==> src/hdl/alsbp_pkg.sv <==
// shared constants and types for the access log status and bytes parser
`default_nettype none

package alsbp_pkg;

  localparam int BYTE_W            = 8;
  localparam int STATUS_W          = 16;
  localparam int COUNT_WIDTH       = 40;
  localparam int BYTES_FIELD_WIDTH = 48;
  localparam int BYTES_MAG_W       = BYTES_FIELD_WIDTH - 1;
  localparam int SUM_W             = 64;

  localparam logic [STATUS_W-1:0] TARGET_RESET = STATUS_W'(404);

  // summary of one finished line, handed from the parser to the accumulator
  typedef struct packed {
    logic                   parsed;
    logic                   matched;
    logic                   negative;
    logic [BYTES_MAG_W-1:0] magnitude;
  } line_sum_t;

endpackage

`default_nettype wire

==> src/hdl/alsbp_parse.sv <==
// per-line scanner: quote-space search and status / bytes number parsing
`default_nettype none

module alsbp_parse (
  input  wire logic                             clk,
  input  wire logic                             rst_n,
  input  wire logic                             take,
  input  wire logic [alsbp_pkg::BYTE_W-1:0]     log_byte,
  input  wire logic                             last_of_line,
  input  wire logic [alsbp_pkg::STATUS_W-1:0]   target_status,
  output alsbp_pkg::line_sum_t                  line_sum
);
  import alsbp_pkg::*;

  localparam logic [2:0] PH_SEARCH        = 3'd0;
  localparam logic [2:0] PH_PRE_STATUS    = 3'd1;
  localparam logic [2:0] PH_STATUS_SIGN   = 3'd2;
  localparam logic [2:0] PH_STATUS_DIGITS = 3'd3;
  localparam logic [2:0] PH_PRE_BYTES     = 3'd4;
  localparam logic [2:0] PH_BYTES_SIGN    = 3'd5;
  localparam logic [2:0] PH_BYTES_DIGITS  = 3'd6;
  localparam logic [2:0] PH_DEAD          = 3'd7;

  localparam logic [BYTE_W-1:0] CH_NUL   = 8'h00;
  localparam logic [BYTE_W-1:0] CH_SPACE = 8'h20;
  localparam logic [BYTE_W-1:0] CH_QUOTE = 8'h22;
  localparam logic [BYTE_W-1:0] CH_PLUS  = 8'h2B;
  localparam logic [BYTE_W-1:0] CH_MINUS = 8'h2D;
  localparam logic [BYTE_W-1:0] CH_ZERO  = 8'h30;
  localparam logic [BYTE_W-1:0] CH_NINE  = 8'h39;
  localparam logic [BYTE_W-1:0] CH_TAB   = 8'h09;
  localparam logic [BYTE_W-1:0] CH_CR    = 8'h0D;

  localparam int STAT_EXT_W = STATUS_W + 4;
  localparam int BYT_EXT_W  = BYTES_MAG_W + 4;

  logic [2:0]             phase_r, phase_nxt;
  logic                   prev_q_r, prev_q_nxt;
  logic [STATUS_W-1:0]    stat_val_r, stat_val_nxt;
  logic                   stat_neg_r, stat_neg_nxt;
  logic [BYTES_MAG_W-1:0] byt_val_r, byt_val_nxt;
  logic                   byt_neg_r, byt_neg_nxt;

  logic                   is_space, is_digit, is_sign;
  logic [3:0]             digit;
  logic [STAT_EXT_W-1:0]  stat_ext, stat_mul;
  logic [STATUS_W-1:0]    stat_step;
  logic [BYT_EXT_W-1:0]   byt_ext, byt_mul;
  logic [BYTES_MAG_W-1:0] byt_step;

  assign is_space = (log_byte == CH_SPACE) || (log_byte >= CH_TAB && log_byte <= CH_CR);
  assign is_digit = (log_byte >= CH_ZERO) && (log_byte <= CH_NINE);
  assign is_sign  = (log_byte == CH_PLUS) || (log_byte == CH_MINUS);
  assign digit    = log_byte[3:0];

  // value*10 + digit as two shifts and two adds, saturating
  assign stat_ext  = {4'b0, stat_val_r};
  assign stat_mul  = (stat_ext << 3) + (stat_ext << 1) + {{(STAT_EXT_W-4){1'b0}}, digit};
  assign stat_step = (|stat_mul[STAT_EXT_W-1:STATUS_W]) ? {STATUS_W{1'b1}}
                                                        : stat_mul[STATUS_W-1:0];

  assign byt_ext  = {4'b0, byt_val_r};
  assign byt_mul  = (byt_ext << 3) + (byt_ext << 1) + {{(BYT_EXT_W-4){1'b0}}, digit};
  assign byt_step = (|byt_mul[BYT_EXT_W-1:BYTES_MAG_W]) ? {BYTES_MAG_W{1'b1}}
                                                        : byt_mul[BYTES_MAG_W-1:0];

  always_comb begin
    phase_nxt    = phase_r;
    prev_q_nxt   = prev_q_r;
    stat_val_nxt = stat_val_r;
    stat_neg_nxt = stat_neg_r;
    byt_val_nxt  = byt_val_r;
    byt_neg_nxt  = byt_neg_r;
    unique case (phase_r)
      PH_SEARCH: begin
        if (log_byte == CH_NUL) begin
          phase_nxt = PH_DEAD;
        end else if (prev_q_r && log_byte == CH_SPACE) begin
          phase_nxt  = PH_PRE_STATUS;
          prev_q_nxt = 1'b0;
        end else begin
          prev_q_nxt = (log_byte == CH_QUOTE);
        end
      end
      PH_PRE_STATUS: begin
        if (is_space) begin
          phase_nxt = PH_PRE_STATUS;
        end else if (is_sign) begin
          stat_neg_nxt = (log_byte == CH_MINUS);
          phase_nxt    = PH_STATUS_SIGN;
        end else if (is_digit) begin
          stat_val_nxt = stat_step;
          phase_nxt    = PH_STATUS_DIGITS;
        end else begin
          phase_nxt = PH_DEAD;
        end
      end
      PH_STATUS_SIGN: begin
        if (is_digit) begin
          stat_val_nxt = stat_step;
          phase_nxt    = PH_STATUS_DIGITS;
        end else begin
          phase_nxt = PH_DEAD;
        end
      end
      PH_STATUS_DIGITS: begin
        if (is_digit) begin
          stat_val_nxt = stat_step;
        end else if (is_space) begin
          phase_nxt = PH_PRE_BYTES;
        end else if (is_sign) begin
          byt_neg_nxt = (log_byte == CH_MINUS);
          phase_nxt   = PH_BYTES_SIGN;
        end else begin
          phase_nxt = PH_DEAD;
        end
      end
      PH_PRE_BYTES: begin
        if (is_space) begin
          phase_nxt = PH_PRE_BYTES;
        end else if (is_sign) begin
          byt_neg_nxt = (log_byte == CH_MINUS);
          phase_nxt   = PH_BYTES_SIGN;
        end else if (is_digit) begin
          byt_val_nxt = byt_step;
          phase_nxt   = PH_BYTES_DIGITS;
        end else begin
          phase_nxt = PH_DEAD;
        end
      end
      PH_BYTES_SIGN: begin
        if (is_digit) begin
          byt_val_nxt = byt_step;
          phase_nxt   = PH_BYTES_DIGITS;
        end else begin
          phase_nxt = PH_DEAD;
        end
      end
      PH_BYTES_DIGITS: begin
        // prev_q doubles as "bytes number closed" here
        if (!prev_q_r) begin
          if (is_digit) begin
            byt_val_nxt = byt_step;
          end else begin
            prev_q_nxt = 1'b1;
          end
        end
      end
      default: begin
        phase_nxt = PH_DEAD;
      end
    endcase
  end

  always_comb begin
    line_sum.parsed    = (phase_nxt == PH_BYTES_DIGITS);
    line_sum.matched   = (phase_nxt == PH_BYTES_DIGITS) && (stat_val_nxt == target_status) &&
                         (!stat_neg_nxt || stat_val_nxt == '0);
    line_sum.negative  = byt_neg_nxt;
    line_sum.magnitude = byt_val_nxt;
  end

  always_ff @(posedge clk) begin
    if (!rst_n || (take && last_of_line)) begin
      phase_r    <= PH_SEARCH;
      prev_q_r   <= 1'b0;
      stat_val_r <= '0;
      stat_neg_r <= 1'b0;
      byt_val_r  <= '0;
      byt_neg_r  <= 1'b0;
    end else if (take) begin
      phase_r    <= phase_nxt;
      prev_q_r   <= prev_q_nxt;
      stat_val_r <= stat_val_nxt;
      stat_neg_r <= stat_neg_nxt;
      byt_val_r  <= byt_val_nxt;
      byt_neg_r  <= byt_neg_nxt;
    end
  end

endmodule

`default_nettype wire

==> src/hdl/access_log_status_bytes_parser_unit.sv <==
// top level: access log status / bytes parser with running totals
// a line's last word moves from the input register to the line summary register, then to the output register
// throughput: one word per cycle unless out_stall backs up the pipe; the scanner state advances once per byte
// three stages (input register, scanner, accumulator) each stall only when full
// reset: synchronous active-low rst_n clears line state, totals, valids;
// target status returns to 404, no clearing pass
`default_nettype none

module access_log_status_bytes_parser_unit (
  input  wire logic                                   clk,
  input  wire logic                                   rst_n,
  // input channel
  input  wire logic                                   in_valid,
  output logic                                        in_stall,
  input  wire logic [alsbp_pkg::BYTE_W-1:0]           in_log_byte,
  input  wire logic                                   in_last_of_line,
  // result channel
  output logic                                        out_valid,
  input  wire logic                                   out_stall,
  output logic signed [alsbp_pkg::SUM_W-1:0]          out_byte_total,
  output logic [alsbp_pkg::COUNT_WIDTH-1:0]           out_match_count,
  output logic                                        out_line_parsed,
  output logic                                        out_line_matched,
  // configuration
  input  wire logic                                   cfg_we,
  input  wire logic [alsbp_pkg::STATUS_W-1:0]         cfg_wdata
);
  import alsbp_pkg::*;

  // target status register
  logic [STATUS_W-1:0] target_r;

  // stage 1: input word register
  logic                s1_v_r;
  logic [BYTE_W-1:0]   s1_byte_r;
  logic                s1_last_r;

  // stage 2: finished line summary
  logic                s2_v_r;
  line_sum_t           s2_sum_r;

  // stage 3: running totals and output register
  logic                out_v_r;
  logic [SUM_W-1:0]    sum_r, sum_nxt;
  logic [COUNT_WIDTH-1:0] cnt_r, cnt_nxt;
  logic                parsed_r, matched_r;

  logic                s3_free, s2_ready, s1_take;
  line_sum_t           line_sum;
  logic [SUM_W-1:0]    mag_ext;

  // each stage moves when the one after it has room
  assign s3_free  = !out_v_r || !out_stall;
  assign s2_ready = !s2_v_r || s3_free;
  assign s1_take  = s1_v_r && s2_ready;
  assign in_stall = s1_v_r && !s2_ready;

  always_ff @(posedge clk) begin
    if (!rst_n) begin
      target_r <= TARGET_RESET;
    end else if (cfg_we) begin
      target_r <= cfg_wdata;
    end
  end

  // stage 1
  always_ff @(posedge clk) begin
    if (!rst_n) begin
      s1_v_r <= 1'b0;
    end else if (!in_stall) begin
      s1_v_r <= in_valid;
    end
  end

  always_ff @(posedge clk) begin
    if (in_valid && !in_stall) begin
      s1_byte_r <= in_log_byte;
      s1_last_r <= in_last_of_line;
    end
  end

  // stage 2: scanner updates its line state on every word taken
  alsbp_parse u_parse (
    .clk           (clk),
    .rst_n         (rst_n),
    .take          (s1_take),
    .log_byte      (s1_byte_r),
    .last_of_line  (s1_last_r),
    .target_status (target_r),
    .line_sum      (line_sum)
  );

  always_ff @(posedge clk) begin
    if (!rst_n) begin
      s2_v_r <= 1'b0;
    end else if (s2_ready) begin
      s2_v_r <= s1_take && s1_last_r;
    end
  end

  always_ff @(posedge clk) begin
    if (s1_take && s1_last_r) begin
      s2_sum_r <= line_sum;
    end
  end

  // stage 3: signed add of the bytes count, saturating match counter
  assign mag_ext = {{(SUM_W-BYTES_MAG_W){1'b0}}, s2_sum_r.magnitude};

  always_comb begin
    sum_nxt = sum_r;
    cnt_nxt = cnt_r;
    if (s2_sum_r.parsed) begin
      sum_nxt = s2_sum_r.negative ? (sum_r - mag_ext) : (sum_r + mag_ext);
    end
    if (s2_sum_r.matched && !(&cnt_r)) begin
      cnt_nxt = cnt_r + COUNT_WIDTH'(1);
    end
  end

  always_ff @(posedge clk) begin
    if (!rst_n) begin
      out_v_r <= 1'b0;
      sum_r   <= '0;
      cnt_r   <= '0;
    end else if (s3_free) begin
      out_v_r <= s2_v_r;
      if (s2_v_r) begin
        sum_r <= sum_nxt;
        cnt_r <= cnt_nxt;
      end
    end
  end

  always_ff @(posedge clk) begin
    if (s3_free && s2_v_r) begin
      parsed_r  <= s2_sum_r.parsed;
      matched_r <= s2_sum_r.matched;
    end
  end

  assign out_valid        = out_v_r;
  assign out_byte_total   = sum_r;
  assign out_match_count  = cnt_r;
  assign out_line_parsed  = parsed_r;
  assign out_line_matched = matched_r;

endmodule

`default_nettype wire

==> config.mk <==
export PLATFORM = sky130hd
export DESIGN_NAME = access_log_status_bytes_parser_unit
export DESIGN_NICKNAME = d
export VERILOG_FILES = /design/src/hdl/alsbp_pkg.sv /design/src/hdl/alsbp_parse.sv /design/src/hdl/access_log_status_bytes_parser_unit.sv
export SDC_FILE = /design/constraint.sdc
export NUM_CORES = 1
export LEC_CHECK = 0
export BUFFER_PORTS_ARGS = -buffer_cell sky130_fd_sc_hd__clkbuf_2
export CAP_MARGIN = 20
export CORE_MARGIN = 10
export CORE_UTILIZATION = 40
export DETAILED_ROUTE_END_ITERATION = 12
export PLACE_DENSITY = 0.66
export SLEW_MARGIN = 20
export SYNTH_ARGS = -nofsm -noshare
export SYNTH_HDL_FRONTEND = slang
export SYNTH_SLANG_ARGS = --single-unit
export TNS_END_PERCENT = 20
==> constraint.sdc <==
create_clock -name clk -period 6 [get_ports clk]
set_clock_uncertainty 0.2 [all_clocks]
set_input_delay 1.2 -clock clk [delete_from_list [all_inputs] [get_ports clk]]
set_output_delay 1.2 -clock clk [all_outputs]
set_load 0.01 [all_outputs]
# After elaboration in Yosys (flattened, before gate mapping)
# Index checks and enable logic that the tools add are counted.
[totals]
reg_bits = 253
latch_bits = 0
ram_bits = 0
rom_bits = 0
input_bits = 30
output_inout_bits = 108
wordCells = 116
n_memories = 0
[op_classes]
addsub = 7
mul = 0
div = 0
magnitude_cmp = 4
n_eq_ne = 13
shift = 0
muxes = 36
bitwise_logic = 0
reduce_logical = 36
[op_table]
columns = ["cell", "n"]
rows = [
  ["2-to-1 mux 47 bit", 5],
  ["one-hot mux 47 bit (3 select lines)", 1],
  ["adder 64 x 47 -> 64 bit", 1],
  ["2-to-1 mux 16 bit", 4],
  ["2-to-1 mux 64 bit", 1],
  ["subtractor 64 x 47 -> 64 bit", 1],
  ["adder 50 x 48 -> 51 bit", 1],
  ["adder 51 x 4 -> 51 bit", 1],
  ["adder 40 x 1 -> 40 bit, second input constant", 1],
  ["AND reduction 40 bit", 1],
  ["== test 8 x 6 -> 1 bit, second input constant", 4],
  ["one-hot mux 16 bit (2 select lines)", 1],
  ["2-to-1 mux 3 bit", 9],
  ["one-hot mux 3 bit (7 select lines)", 1],
  ["adder 19 x 17 -> 20 bit", 1],
  ["adder 20 x 4 -> 20 bit", 1],
  ["== test 16 bit", 1],
  ["logical NOT 16 bit", 1],
  ["== test 3 bit, second input constant", 4],
  ["logical AND 1 bit", 11],
  ["2-to-1 mux 1 bit", 11],
  ["AND reduction 3 bit", 3],
  ["greater-or-equal comparator 8 x 4 -> 1 bit, second input constant", 1],
  ["greater-or-equal comparator 8 x 6 -> 1 bit, second input constant", 1],
  ["14 further kinds", 29],
]

# Logic depth before layout (Yosys ltp)
# Gate-level depths: netlist (run 1).
[logic_depth]
ltp_word = 11
ltp_mapped = 23

# Modules after synthesis
# A second synthesis (run 1) with hierarchy kept.
[unflattened]
cells_unflattened = 2466
area_unflattened_um2 = 19834.0
[by_module_without_submodules]
columns = ["module", "n_inst", "cells_each", "area_each_um2", "seq_area_each_um2"]
rows = [
  ["access_log_status_bytes_parser_unit", 1, 1328, 11557.3, 4294.1],
  ["alsbp_parse", 1, 1138, 8276.7, 1381.3],
]

# Worst setup path after synthesis (run 1)
# No wires, ideal clock.
[synth_path]
path_type = "reg2reg"
startpoint = "reg s2_sum_r, in the netlist mag_ext[3]"
endpoint = "reg sum_r[58], in the netlist out_byte_total[58]"
setup_ps = 87
arrival_ps = 5215
t_required_ps = 5713
path_slack_ps = 498
path_stages_with_launch = 22
path_buffers = 1
path_cell_list = "edfxtp_1 -> or3_1 -> or3_1 -> or2_2 -> nor3_2 -> and3_1 -> nand2_1 -> nor4_2 -> a21oi_1 -> xnor2_1 -> ha_1 -> clkbuf_1 -> nand2_1 -> o21ai_1 -> nand2b_1 -> a21oi_1 -> or4_1 -> o21ba_2 -> o31ai_1 -> a2111oi_0 -> nor3_1 -> o31ai_1"
[synth_between]
elab_chain_len = 2
[synth_lines]
columns = ["item", "line_no", "rtl"]
rows = [
  ["start: declaration", "access_log_status_bytes_parser_unit.sv:40", "line_sum_t s2_sum_r;"],
  ["start signal: assignment", "access_log_status_bytes_parser_unit.sv:103", "s2_sum_r <= line_sum;"],
  ["adder 64 x 47 -> 64 bit or subtractor 64 x 47 -> 64 bit (tied branches)", "access_log_status_bytes_parser_unit.sv:114", "sum_nxt = s2_sum_r.negative ? (sum_r - mag_ext) : (sum_r + mag_ext);"],
  ["2-to-1 mux 64 bit *", "access_log_status_bytes_parser_unit.sv:114", ""],
  ["end signal: assignment", "access_log_status_bytes_parser_unit.sv:129", "sum_r <= sum_nxt;"],
  ["end: declaration", "access_log_status_bytes_parser_unit.sv:44", "logic [SUM_W-1:0] sum_r, sum_nxt;"],
]
# Every way passes the cells marked *; elsewhere a longest branch is shown, timed or not.
# A chain may end at the register's enable or synchronous reset.

# Worst setup path after layout (run 1)
# Ends and elaborated chain as after synthesis.

==> results of run 1 <==
==> what timing repair did <==
item                       in CTS  in global routing
resized for setup               0                 13
setup endpoints to repair       0                  4
buffers inserted                0                  2
==> placed cells by master, fill, tap and decap left out, types with 17 or more instances in the layout <==
cell type and instances:
sky130_fd_sc_hd__and3_1 24, sky130_fd_sc_hd__o21a_1 31, sky130_fd_sc_hd__nor4_1 19, sky130_fd_sc_hd__a31oi_1 51, sky130_fd_sc_hd__ha_1 188, sky130_fd_sc_hd__nand3_1 59
sky130_fd_sc_hd__a21oi_1 249, sky130_fd_sc_hd__nand4_1 49, sky130_fd_sc_hd__clkbuf_16 29, sky130_fd_sc_hd__o21bai_1 32, sky130_fd_sc_hd__inv_1 75, sky130_fd_sc_hd__o211ai_1 17
sky130_fd_sc_hd__and2_1 24, sky130_fd_sc_hd__buf_4 43, sky130_fd_sc_hd__a21o_1 75, sky130_fd_sc_hd__xnor2_1 127, sky130_fd_sc_hd__nor3_1 62, sky130_fd_sc_hd__nand2_1 193
sky130_fd_sc_hd__nor2_1 255, sky130_fd_sc_hd__edfxtp_1 61, sky130_fd_sc_hd__dfxtp_1 192, sky130_fd_sc_hd__clkbuf_2 137, sky130_fd_sc_hd__xor2_1 57, sky130_fd_sc_hd__mux2i_1 28
sky130_fd_sc_hd__o21ai_0 126, sky130_fd_sc_hd__or2_2 18, sky130_fd_sc_hd__or3_1 26, sky130_fd_sc_hd__a211oi_1 21, sky130_fd_sc_hd__nand2b_1 23, sky130_fd_sc_hd__a211oi_2 19
sky130_fd_sc_hd__nor3_2 19
==> worst paths after layout <==
path / slack, ps / from / endpoint / cells after the start
worst min register to register: 270 / u_parse.stat_neg_r$_SDFFE_PP0P_ / u_parse.stat_neg_r$_SDFFE_PP0P_ / 2
worst max-delay path: 320 / mag_ext[3]$_DFFE_PP_ / out_byte_total[58]$_SDFFE_PN0P_ / 21
worst min-delay path: 270 / u_parse.stat_neg_r$_SDFFE_PP0P_ / u_parse.stat_neg_r$_SDFFE_PP0P_ / 2
worst max register to register: 320 / mag_ext[3]$_DFFE_PP_ / out_byte_total[58]$_SDFFE_PN0P_ / 21
==> registers in the layout, summed over array words and instances, names as in the netlist, 3 cells and up <==
name,cells
out_byte_total,64
u_parse.phase_r,3
out_match_count,40
s2_sum_r,3
u_parse.byt_val_r,47
mag_ext,47
u_parse.stat_val_r,16
target_r,16
s1_byte_r,8
==> where the power goes <==
part / internal [W] / switching (W)
logic: 0.000108 / 0.000184
clock network: 0.00109 / 0.000783
registers: 0.00177 / 0.0000344
==> worst reg2reg max path, cell delays in order (launching register included) <==
cell,delay (ps)
sky130_fd_sc_hd__edfxtp_1,440
sky130_fd_sc_hd__or3_4,420
sky130_fd_sc_hd__or3_1,400
sky130_fd_sc_hd__or2_4,300
sky130_fd_sc_hd__nor3_4,200
sky130_fd_sc_hd__and3_4,240
sky130_fd_sc_hd__nand2_1,140
sky130_fd_sc_hd__nor4_4,420
sky130_fd_sc_hd__a21oi_1,130
sky130_fd_sc_hd__xnor2_1,160
sky130_fd_sc_hd__ha_2,390
sky130_fd_sc_hd__nand2_1,80
sky130_fd_sc_hd__o21ai_2,150
sky130_fd_sc_hd__nand2b_1,120
sky130_fd_sc_hd__a21oi_1,90
sky130_fd_sc_hd__or4_1,460
sky130_fd_sc_hd__o21ba_2,280
sky130_fd_sc_hd__o31ai_2,120
sky130_fd_sc_hd__a2111oi_2,420
sky130_fd_sc_hd__buf_4,170
sky130_fd_sc_hd__nor3_1,40
sky130_fd_sc_hd__o31ai_1,210
==> cell type report <==
type,instances,area (µm²)
Inverter,77,290
Sequential cell,253,5680
Fill cell,4915,27500
Multi-Input combinational cell,2004,13700
Clock buffer,35,762
Clock inverter,19,233
Timing Repair Buffer,180,1010
Tap cell,672,841
==> routing by layer <==
metal / wire, µm / vias to the layer above / GRT usage
met5: 7 / - / 0
met4: 1440 / 2 / 0.0550
met3: 2950 / 89 / 0.0213
met2: 27000 / 492 / 0.309
met1: 27300 / 8777 / 0.253
li1: - / 9209 / -
==> per-stage QoR <==
step | setup slack (ps) | hold slack (ps) | area, µm² | total power, W
final | 322 | 268 | 22500 | 0.00397
after global routing | 15.8 | 313 | 22500 | 0.00410
after CTS | 32.9 | 274 | 22400 | 0.00401
after detailed placement | 107 | 264 | 21400 | 0.00213
after global placement | 192 | 259 | 21400 | 0.00212
after floorplan | 498 | 226 | 20100 | 0.00204
==> kinds of logic (layout without fill, tap and decap cells) <==
| family | Yosys count | count (layout) | synth area share |
|---|---|---|---|
| AND/OR/NAND/NOR | 836 | 836 | 0.206 |
| AO/OA/AOI/OAI | 762 | 762 | 0.253 |
| flip-flops | 253 | 253 | 0.282 |
| buffers and inverters | 212 | 311 | 0.0422 |
| adder cells (fa/ha/maj) | 194 | 194 | 0.123 |
| XOR/XNOR | 184 | 184 | 0.0801 |
| multiplexers | 28 | 28 | 0.0139 |
==> flow_results.xml, run 1 <==
<?xml version="1.0" encoding="UTF-8"?>
<metrics>
  <group name="status">
    <metric name="status" unit="">complete, no violations</metric>
  </group>
  <group name="floorplan">
    <metric name="initial_core_utilization" unit="">0.403</metric>
    <metric name="row_count" unit="">82</metric>
    <metric name="design.die.area" unit="mm²">0.0597</metric>
    <metric name="floorplan.die.height" unit="µm">244</metric>
    <metric name="fp.dieW" unit="µm">244</metric>
    <metric name="core" unit="mm²">0.0500</metric>
    <metric name="ioPinCount" unit="">138</metric>
  </group>
  <group name="synthesis">
    <metric name="synthDominantAreaCellType" unit="">sky130_fd_sc_hd__dfxtp_1</metric>
    <metric name="post_synth_inst_count" unit="">2469</metric>
    <metric name="yosysMostFrequentCell" unit="">sky130_fd_sc_hd__nor2_1</metric>
    <metric name="synth-edff-count" unit="">61</metric>
    <metric name="synthTopCellsByArea" unit="">sky130_fd_sc_hd__dfxtp_1 19%, sky130_fd_sc_hd__ha_1 12%, sky130_fd_sc_hd__edfxtp_1 9.1%</metric>
    <metric name="synth_area" unit="mm²">0.0201</metric>
    <metric name="async_flop_share" unit="">0</metric>
    <metric name="ys.flop_type" unit="">sky130_fd_sc_hd__dfxtp_1</metric>
    <metric name="ys_types" unit="">96</metric>
    <metric name="syn-num-nets" unit="">2693</metric>
    <metric name="yosysWarningCount" unit="">0</metric>
    <metric name="sequential_share_of_the_synthesized_area" unit="">0.282</metric>
    <metric name="synthesis.area_per_instance" unit="µm²">8.15</metric>
    <metric name="synth_top_cells_by_count" unit="">257 x sky130_fd_sc_hd__nor2_1, 249 x sky130_fd_sc_hd__a21oi_1, 194 x sky130_fd_sc_hd__nand2_1</metric>
    <metric name="yosys_register_bits" unit="">253</metric>
    <metric name="synth_top_area_frac" unit="">0.191</metric>
  </group>
  <group name="timing">
    <metric name="hold_viol_final" unit="">0</metric>
    <metric name="setup_tns" unit="ps">0</metric>
    <metric name="final-setup-viol-count" unit="">0</metric>
    <metric name="finalCriticalPeriod" unit="ps">5680</metric>
    <metric name="timing_worst_slew_pin_value" unit="ps">987</metric>
    <metric name="timing.slew.headroom" unit="">0.342</metric>
    <metric name="drv_slew" unit="">0</metric>
    <metric name="maximum_operating_frequency" unit="GHz">0.176</metric>
    <metric name="layout_worst_path_cycle_share" unit="">0.946</metric>
    <metric name="grt_setup_unrepaired" unit="">false</metric>
  </group>
  <group name="worst_setup_path">
    <metric name="critPathRequiredTime" unit="ps">6290</metric>
    <metric name="critical_path_source_type" unit="">flip-flop</metric>
    <metric name="timing.critical_path.arrival" unit="ps">5970</metric>
    <metric name="worst-path-max-fanout" unit="">7</metric>
    <metric name="critical_path.max_stage_delay" unit="ps">460</metric>
    <metric name="setup.worst_path.end_class" unit="">flip-flop</metric>
    <metric name="critical_path.n_buffers_inverters" unit="">1</metric>
    <metric name="critical_path.slowest_cell" unit="">sky130_fd_sc_hd__or4_1</metric>
    <metric name="critPathKind" unit="">reg2reg</metric>
    <metric name="critical-path-top-delay-family" unit="">simple AND/OR/NAND/NOR gates</metric>
    <metric name="crit_path_cell_trace" unit="">or3_4 -&gt; or3_1 -&gt; or2_4 -&gt; nor3_4 -&gt; and3_4 -&gt; nand2_1 -&gt; nor4_4 -&gt; a21oi_1 -&gt; xnor2_1 -&gt; ha_2 -&gt; nand2_1 -&gt; o21ai_2 -&gt; nand2b_1 -&gt; a21oi_1 -&gt; or4_1 -&gt; o21ba_2 -&gt; o31ai_2 -&gt; a2111oi_2 -&gt; buf_4 -&gt; nor3_1 -&gt; o31ai_1</metric>
  </group>
  <group name="clocking">
    <metric name="cts_buffer_depth" unit="">3</metric>
    <metric name="worst_skew_pair.late_latency" unit="ps">580</metric>
    <metric name="cts_made_buffers" unit="">29</metric>
    <metric name="clk_pin_slew" unit="ps">60</metric>
    <metric name="clock_sinks" unit="">253</metric>
    <metric name="htree_num_levels" unit="">1</metric>
    <metric name="cts_tree" unit="">built</metric>
    <metric name="cts_hold_buffers" unit="">0</metric>
    <metric name="cts_root_buf" unit="">sky130_fd_sc_hd__clkbuf_16</metric>
  </group>
  <group name="power_and_ir_drop">
    <metric name="leakage_dissipation" unit="nW">9.61</metric>
    <metric name="power.ir.vdd_worst" unit="µV">205</metric>
    <metric name="powerDensity" unit="mW/mm²">177</metric>
  </group>
  <group name="detailed_routing">
    <metric name="detailedRoute.firstIterationViolations" unit="">1351</metric>
    <metric name="vias" unit="">18600</metric>
    <metric name="wire_per_inst" unit="µm">18.1</metric>
    <metric name="via_per_inst" unit="">5.73</metric>
    <metric name="route.detailed.drc" unit="">0</metric>
    <metric name="postRouteAntennaNets" unit="">0</metric>
    <metric name="number_of_search_and_repair_iterations_in_the_first_detailed_routing_pass" unit="">7</metric>
    <metric name="detail_route.wirelength" unit="mm">58.7</metric>
  </group>
  <group name="placed_design">
    <metric name="post-place-cells" unit="">3184</metric>
    <metric name="place.detailed.hpwl" unit="mm">45.5</metric>
    <metric name="numPortBuffers" unit="">137</metric>
    <metric name="place.gp.congestion" unit="">0.904</metric>
  </group>
  <group name="worst_hold_path">
    <metric name="min-delay-path-class" unit="">reg2reg</metric>
  </group>
  <group name="global_routing">
    <metric name="grt_pass1_wl" unit="mm">94.6</metric>
    <metric name="grt_max_degree" unit="">77</metric>
    <metric name="first_global_vias" unit="">17700</metric>
    <metric name="grt_usage" unit="">0.187</metric>
    <metric name="initial_antenna_violation_count" unit="">1</metric>
    <metric name="grt.overflow.total" unit="">0</metric>
  </group>
  <group name="layout">
    <metric name="final_cell_count_no_fill" unit="">3240</metric>
    <metric name="finish.utilization" unit="">0.450</metric>
    <metric name="n_diodes" unit="">0</metric>
    <metric name="syn2layout_area_growth" unit="%">11.8</metric>
    <metric name="share_of_cells_above_drive_strength_1" unit="">0.133</metric>
    <metric name="num-nets-final" unit="">2769</metric>
  </group>
  <group name="flow_run">
    <metric name="cap_violations" unit="">0</metric>
  </group>
</metrics>
Power figures use the tool's default switching activity.
==> run 2, diff against run 1 <==
--- a/config.mk
+++ b/config.mk
@@ -5,12 +5,13 @@
 export SDC_FILE = /design/constraint.sdc
 export NUM_CORES = 1
 export LEC_CHECK = 0
+export ABC_AREA = 1
 export BUFFER_PORTS_ARGS = -buffer_cell sky130_fd_sc_hd__clkbuf_2
 export CAP_MARGIN = 20
 export CORE_MARGIN = 10
-export CORE_UTILIZATION = 40
+export CORE_UTILIZATION = 30
 export DETAILED_ROUTE_END_ITERATION = 12
-export PLACE_DENSITY = 0.66
+export PLACE_DENSITY = 0.54
 export SLEW_MARGIN = 20
 export SYNTH_ARGS = -nofsm -noshare
 export SYNTH_HDL_FRONTEND = slang
==> run 2 against run 1 <==
Against the previous run: sequential share of layout area is 2.8 points lower; utilization is 11 points lower; clock-buffer cell count is 1 lower; power is 18% higher; largest power group unchanged; critical path type unchanged; setup slack better by 810 ps.
==> flow_results.xml, run 2 <==
<?xml version="1.0" encoding="UTF-8"?>
<metrics>
  <group name="worst_setup_path">
    <metric name="critPathKind" unit="">reg2reg</metric>
    <metric name="critical_path.max_stage_delay" unit="ps">460</metric>
    <metric name="rr_worst_depth" unit="">24</metric>
    <metric name="worstSetupEndpoint" unit="">out_byte_total[56]$_SDFFE_PN0P_</metric>
    <metric name="worst-path-max-fanout" unit="">6</metric>
    <metric name="critical_path_source_type" unit="">flip-flop</metric>
    <metric name="reg2reg_to" unit="">out_byte_total[56]$_SDFFE_PN0P_</metric>
    <metric name="critPathRequiredTime" unit="ps">6290</metric>
    <metric name="timing.critical_path.arrival" unit="ps">5160</metric>
    <metric name="setup.worst_path.end_class" unit="">flip-flop</metric>
    <metric name="crit_path_cell_trace" unit="">inv_1 -&gt; ha_1 -&gt; nand2_1 -&gt; nor3_1 -&gt; nand2_1 -&gt; nor3b_1 -&gt; nand4_1 -&gt; nor4_2 -&gt; nand3_1 -&gt; o21ai_0 -&gt; xor2_1 -&gt; inv_1 -&gt; ha_1 -&gt; nand2_1 -&gt; nor2_1 -&gt; inv_1 -&gt; nor4_1 -&gt; nand3_1 -&gt; nand3_1 -&gt; a21o_1 -&gt; a21oi_1 -&gt; xnor2_1 -&gt; o21ai_0 -&gt; inv_1</metric>
    <metric name="critical_path.slowest_cell" unit="">sky130_fd_sc_hd__nor4_2</metric>
    <metric name="critical_path.startpoint" unit="">mag_ext[0]$_DFFE_PP_</metric>
    <metric name="crit-reg2reg-launch" unit="">mag_ext[0]$_DFFE_PP_</metric>
    <metric name="reg2reg_setup_slack" unit="ps">1130</metric>
    <metric name="crit_path_frequent_cell" unit="">sky130_fd_sc_hd__inv_1</metric>
  </group>
  <group name="global_routing">
    <metric name="first_global_vias" unit="">21200</metric>
    <metric name="grt.overflow.total" unit="">0</metric>
    <metric name="initial_antenna_violation_count" unit="">0</metric>
    <metric name="grt_usage" unit="">0.166</metric>
    <metric name="grt_max_degree" unit="">51</metric>
    <metric name="grt_pass1_wl" unit="mm">118</metric>
  </group>
  <group name="floorplan">
    <metric name="design.die.area" unit="mm²">0.0866</metric>
    <metric name="initial_core_utilization" unit="">0.303</metric>
    <metric name="row_count" unit="">100</metric>
    <metric name="fp.dieW" unit="µm">294</metric>
    <metric name="floorplan.die.height" unit="µm">294</metric>
    <metric name="ioPinCount" unit="">138</metric>
    <metric name="core" unit="mm²">0.0746</metric>
  </group>
  <group name="detailed_routing">
    <metric name="detail_route.wirelength" unit="mm">74.1</metric>
    <metric name="wire_per_inst" unit="µm">16.1</metric>
    <metric name="vias" unit="">22400</metric>
    <metric name="number_of_search_and_repair_iterations_in_the_first_detailed_routing_pass" unit="">5</metric>
    <metric name="detailedRoute.firstIterationViolations" unit="">1523</metric>
    <metric name="postRouteAntennaNets" unit="">0</metric>
    <metric name="route.detailed.drc" unit="">0</metric>
    <metric name="via_per_inst" unit="">4.86</metric>
  </group>
  <group name="synthesis">
    <metric name="synthesis.area_per_instance" unit="µm²">6.42</metric>
    <metric name="yosysWarningCount" unit="">0</metric>
    <metric name="ys_types" unit="">64</metric>
    <metric name="syn-num-nets" unit="">3740</metric>
    <metric name="synth_top_area_frac" unit="">0.170</metric>
    <metric name="post_synth_inst_count" unit="">3516</metric>
    <metric name="synth-edff-count" unit="">61</metric>
    <metric name="ys.flop_type" unit="">sky130_fd_sc_hd__dfxtp_1</metric>
    <metric name="async_flop_share" unit="">0</metric>
    <metric name="synth_area" unit="mm²">0.0226</metric>
    <metric name="yosys_register_bits" unit="">253</metric>
    <metric name="sequential_share_of_the_synthesized_area" unit="">0.251</metric>
    <metric name="synthTopCellsByArea" unit="">sky130_fd_sc_hd__dfxtp_1 17%, sky130_fd_sc_hd__nand2_1 12%, sky130_fd_sc_hd__ha_1 10%</metric>
    <metric name="synth_top_cells_by_count" unit="">739 x sky130_fd_sc_hd__nand2_1, 532 x sky130_fd_sc_hd__inv_1, 520 x sky130_fd_sc_hd__nor2_1</metric>
    <metric name="synthDominantAreaCellType" unit="">sky130_fd_sc_hd__dfxtp_1</metric>
    <metric name="yosysMostFrequentCell" unit="">sky130_fd_sc_hd__nand2_1</metric>
  </group>
  <group name="timing">
    <metric name="drv_slew" unit="">0</metric>
    <metric name="grt_setup_unrepaired" unit="">false</metric>
    <metric name="final.hold.worst_slack" unit="ps">275</metric>
    <metric name="finalCriticalPeriod" unit="ps">4870</metric>
    <metric name="setup_tns" unit="ps">0</metric>
    <metric name="timing_worst_slew_pin_value" unit="ps">974</metric>
    <metric name="hold_viol_final" unit="">0</metric>
    <metric name="timing.slew.headroom" unit="">0.351</metric>
    <metric name="final-setup-viol-count" unit="">0</metric>
    <metric name="layout_worst_path_cycle_share" unit="">0.812</metric>
    <metric name="maximum_operating_frequency" unit="GHz">0.205</metric>
  </group>
  <group name="clocking">
    <metric name="cts_tree" unit="">built</metric>
    <metric name="clk_pin_slew" unit="ps">60</metric>
    <metric name="clock_sinks" unit="">253</metric>
    <metric name="cts_buffer_depth" unit="">3</metric>
    <metric name="worst_skew_pair.late_latency" unit="ps">600</metric>
    <metric name="cts_made_buffers" unit="">30</metric>
    <metric name="htree_num_levels" unit="">1</metric>
    <metric name="cts_hold_buffers" unit="">0</metric>
    <metric name="post_cts_resize_count" unit="">0</metric>
    <metric name="number_of_buffers_inserted_by_post_cts_setup_repair" unit="">0</metric>
    <metric name="cts_root_buf" unit="">sky130_fd_sc_hd__clkbuf_16</metric>
  </group>
  <group name="layout">
    <metric name="share_of_cells_above_drive_strength_1" unit="">0.0853</metric>
    <metric name="nFillCells" unit="">8250</metric>
    <metric name="final_design_area_no_fill" unit="mm²">0.0253</metric>
    <metric name="layout_commonest_cell" unit="">sky130_fd_sc_hd__nand2_1</metric>
    <metric name="num-nets-final" unit="">3844</metric>
    <metric name="largest_register_ffs" unit="">64</metric>
    <metric name="mostFrequentLayoutCells" unit="">738 x sky130_fd_sc_hd__nand2_1, 532 x sky130_fd_sc_hd__inv_1, 519 x sky130_fd_sc_hd__nor2_1</metric>
    <metric name="syn2layout_area_growth" unit="%">11.9</metric>
    <metric name="n_diodes" unit="">0</metric>
  </group>
  <group name="placed_design">
    <metric name="place.gp.congestion" unit="">0.927</metric>
    <metric name="numPortBuffers" unit="">137</metric>
    <metric name="place.detailed.hpwl" unit="mm">59.4</metric>
    <metric name="dpl_cell_area" unit="mm²">0.0242</metric>
  </group>
  <group name="power_and_ir_drop">
    <metric name="leakage_dissipation" unit="nW">12.4</metric>
    <metric name="powerDensity" unit="mW/mm²">186</metric>
    <metric name="power.ir.vdd_worst" unit="µV">203</metric>
  </group>
  <group name="worst_hold_path">
    <metric name="min-delay-path-class" unit="">reg2reg</metric>
  </group>
  <group name="status">
    <metric name="status" unit="">complete, no violations</metric>
  </group>
  <group name="flow_run">
    <metric name="cap_violations" unit="">0</metric>
  </group>
</metrics>
-- run 2: changes by cell type in the layout (fill, tap and decap cells not counted), sizes merged, moves of 33 or more --
| cell | change |
|---|---|
| nand3 | +143 |
| xnor2 | -71 |
| nand2 | +565 |
| o21ai | +85 |
| a21o | -65 |
| xor2 | +33 |
| inv | +475 |
| a211oi | -39 |
| nor2 | +275 |
-- run 2: worst min path at each step --
stage | end | slack (ps) | startpoint | cells after the start
after detailed placement | out_line_parsed$_DFFE_PP_ | 260 | s2_sum_r[49]$_DFFE_PP_ | 0
after global placement | out_line_parsed$_DFFE_PP_ | 260 | s2_sum_r[49]$_DFFE_PP_ | 0
after CTS | out_line_parsed$_DFFE_PP_ | 270 | s2_sum_r[49]$_DFFE_PP_ | 0
after floorplan | out_line_matched$_DFFE_PP_ | 220 | s2_sum_r[48]$_DFFE_PP_ | 0
after global routing | out_line_parsed$_DFFE_PP_ | 290 | s2_sum_r[49]$_DFFE_PP_ | 0
final | target_r[12]$_SDFFE_PN0P_ | 270 | target_r[12]$_SDFFE_PN0P_ | 2
-- run 2: through the flow --
step / setup WS (ps) / cells / power, W / util
floorplan: 1480 / 3516 / 0.00257 / -
global placement: 1140 / 4557 / 0.00282 / 0.325
detailed placement: 1120 / 4557 / 0.00282 / 0.325
CTS: 1110 / 4613 / 0.00475 / 0.339
global route: 536 / 4613 / 0.00495 / 0.339
finish: 1130 / 4613 / 0.00470 / 0.339
-- run 2: layout make-up --
| cell class | count | area, µm² | share of cell area |
|---|---|---|---|
| clock buffer | 34 | 787 | 0.0312 |
| clock inverter | 22 | 224 | 0.00887 |
| inverter | 556 | 2090 | 0.0827 |
| multi-input combinational | 2624 | 14400 | 0.571 |
| sequential | 253 | 5680 | 0.225 |
| tap | 969 | 1210 | 0.0480 |
| timing repair buffer | 155 | 858 | 0.0340 |
-- run 2: kinds of logic after synthesis --
| kind of cell | synth area share |
|---|---|
| and+or+nand+nor | 0.316 |
| buffers and inverters | 0.111 |
| AOI/OAI and AO/OA | 0.156 |
| DFF | 0.251 |
| adders and majority gates | 0.109 |
| xor gates and xnor gates | 0.0567 |
-- run 2: power breakdown --
group / leakage (nW) / internal (W) / switching (W)
logic: 9.74 / 0.000312 / 0.000594
registers: 2.16 / 0.00181 / 0.0000709
clock network: 0.484 / 0.00111 / 0.000806
-- run 2: routing by layer --
| metal | global-route usage | vias up | wire [µm] |
|---|---|---|---|
| met5 | 0 | - | 0 |
| met4 | 0.0414 | 0 | 1590 |
| met3 | 0.0209 | 75 | 3670 |
| met2 | 0.260 | 482 | 32000 |
| met1 | 0.238 | 10200 | 36800 |
| li1 | - | 11700 | - |
-- run 2: critical path: cells and delay by family, from the launching register on --
kind | cells | cell delay (ps)
AND/OR/NAND/NOR | 12 | 2370
buffers and inverters | 4 | 300
AO/OA/AOI/OAI | 4 | 670
flip-flops | 1 | 390
XOR/XNOR | 2 | 320
adder cells (fa/ha/maj) | 2 | 550
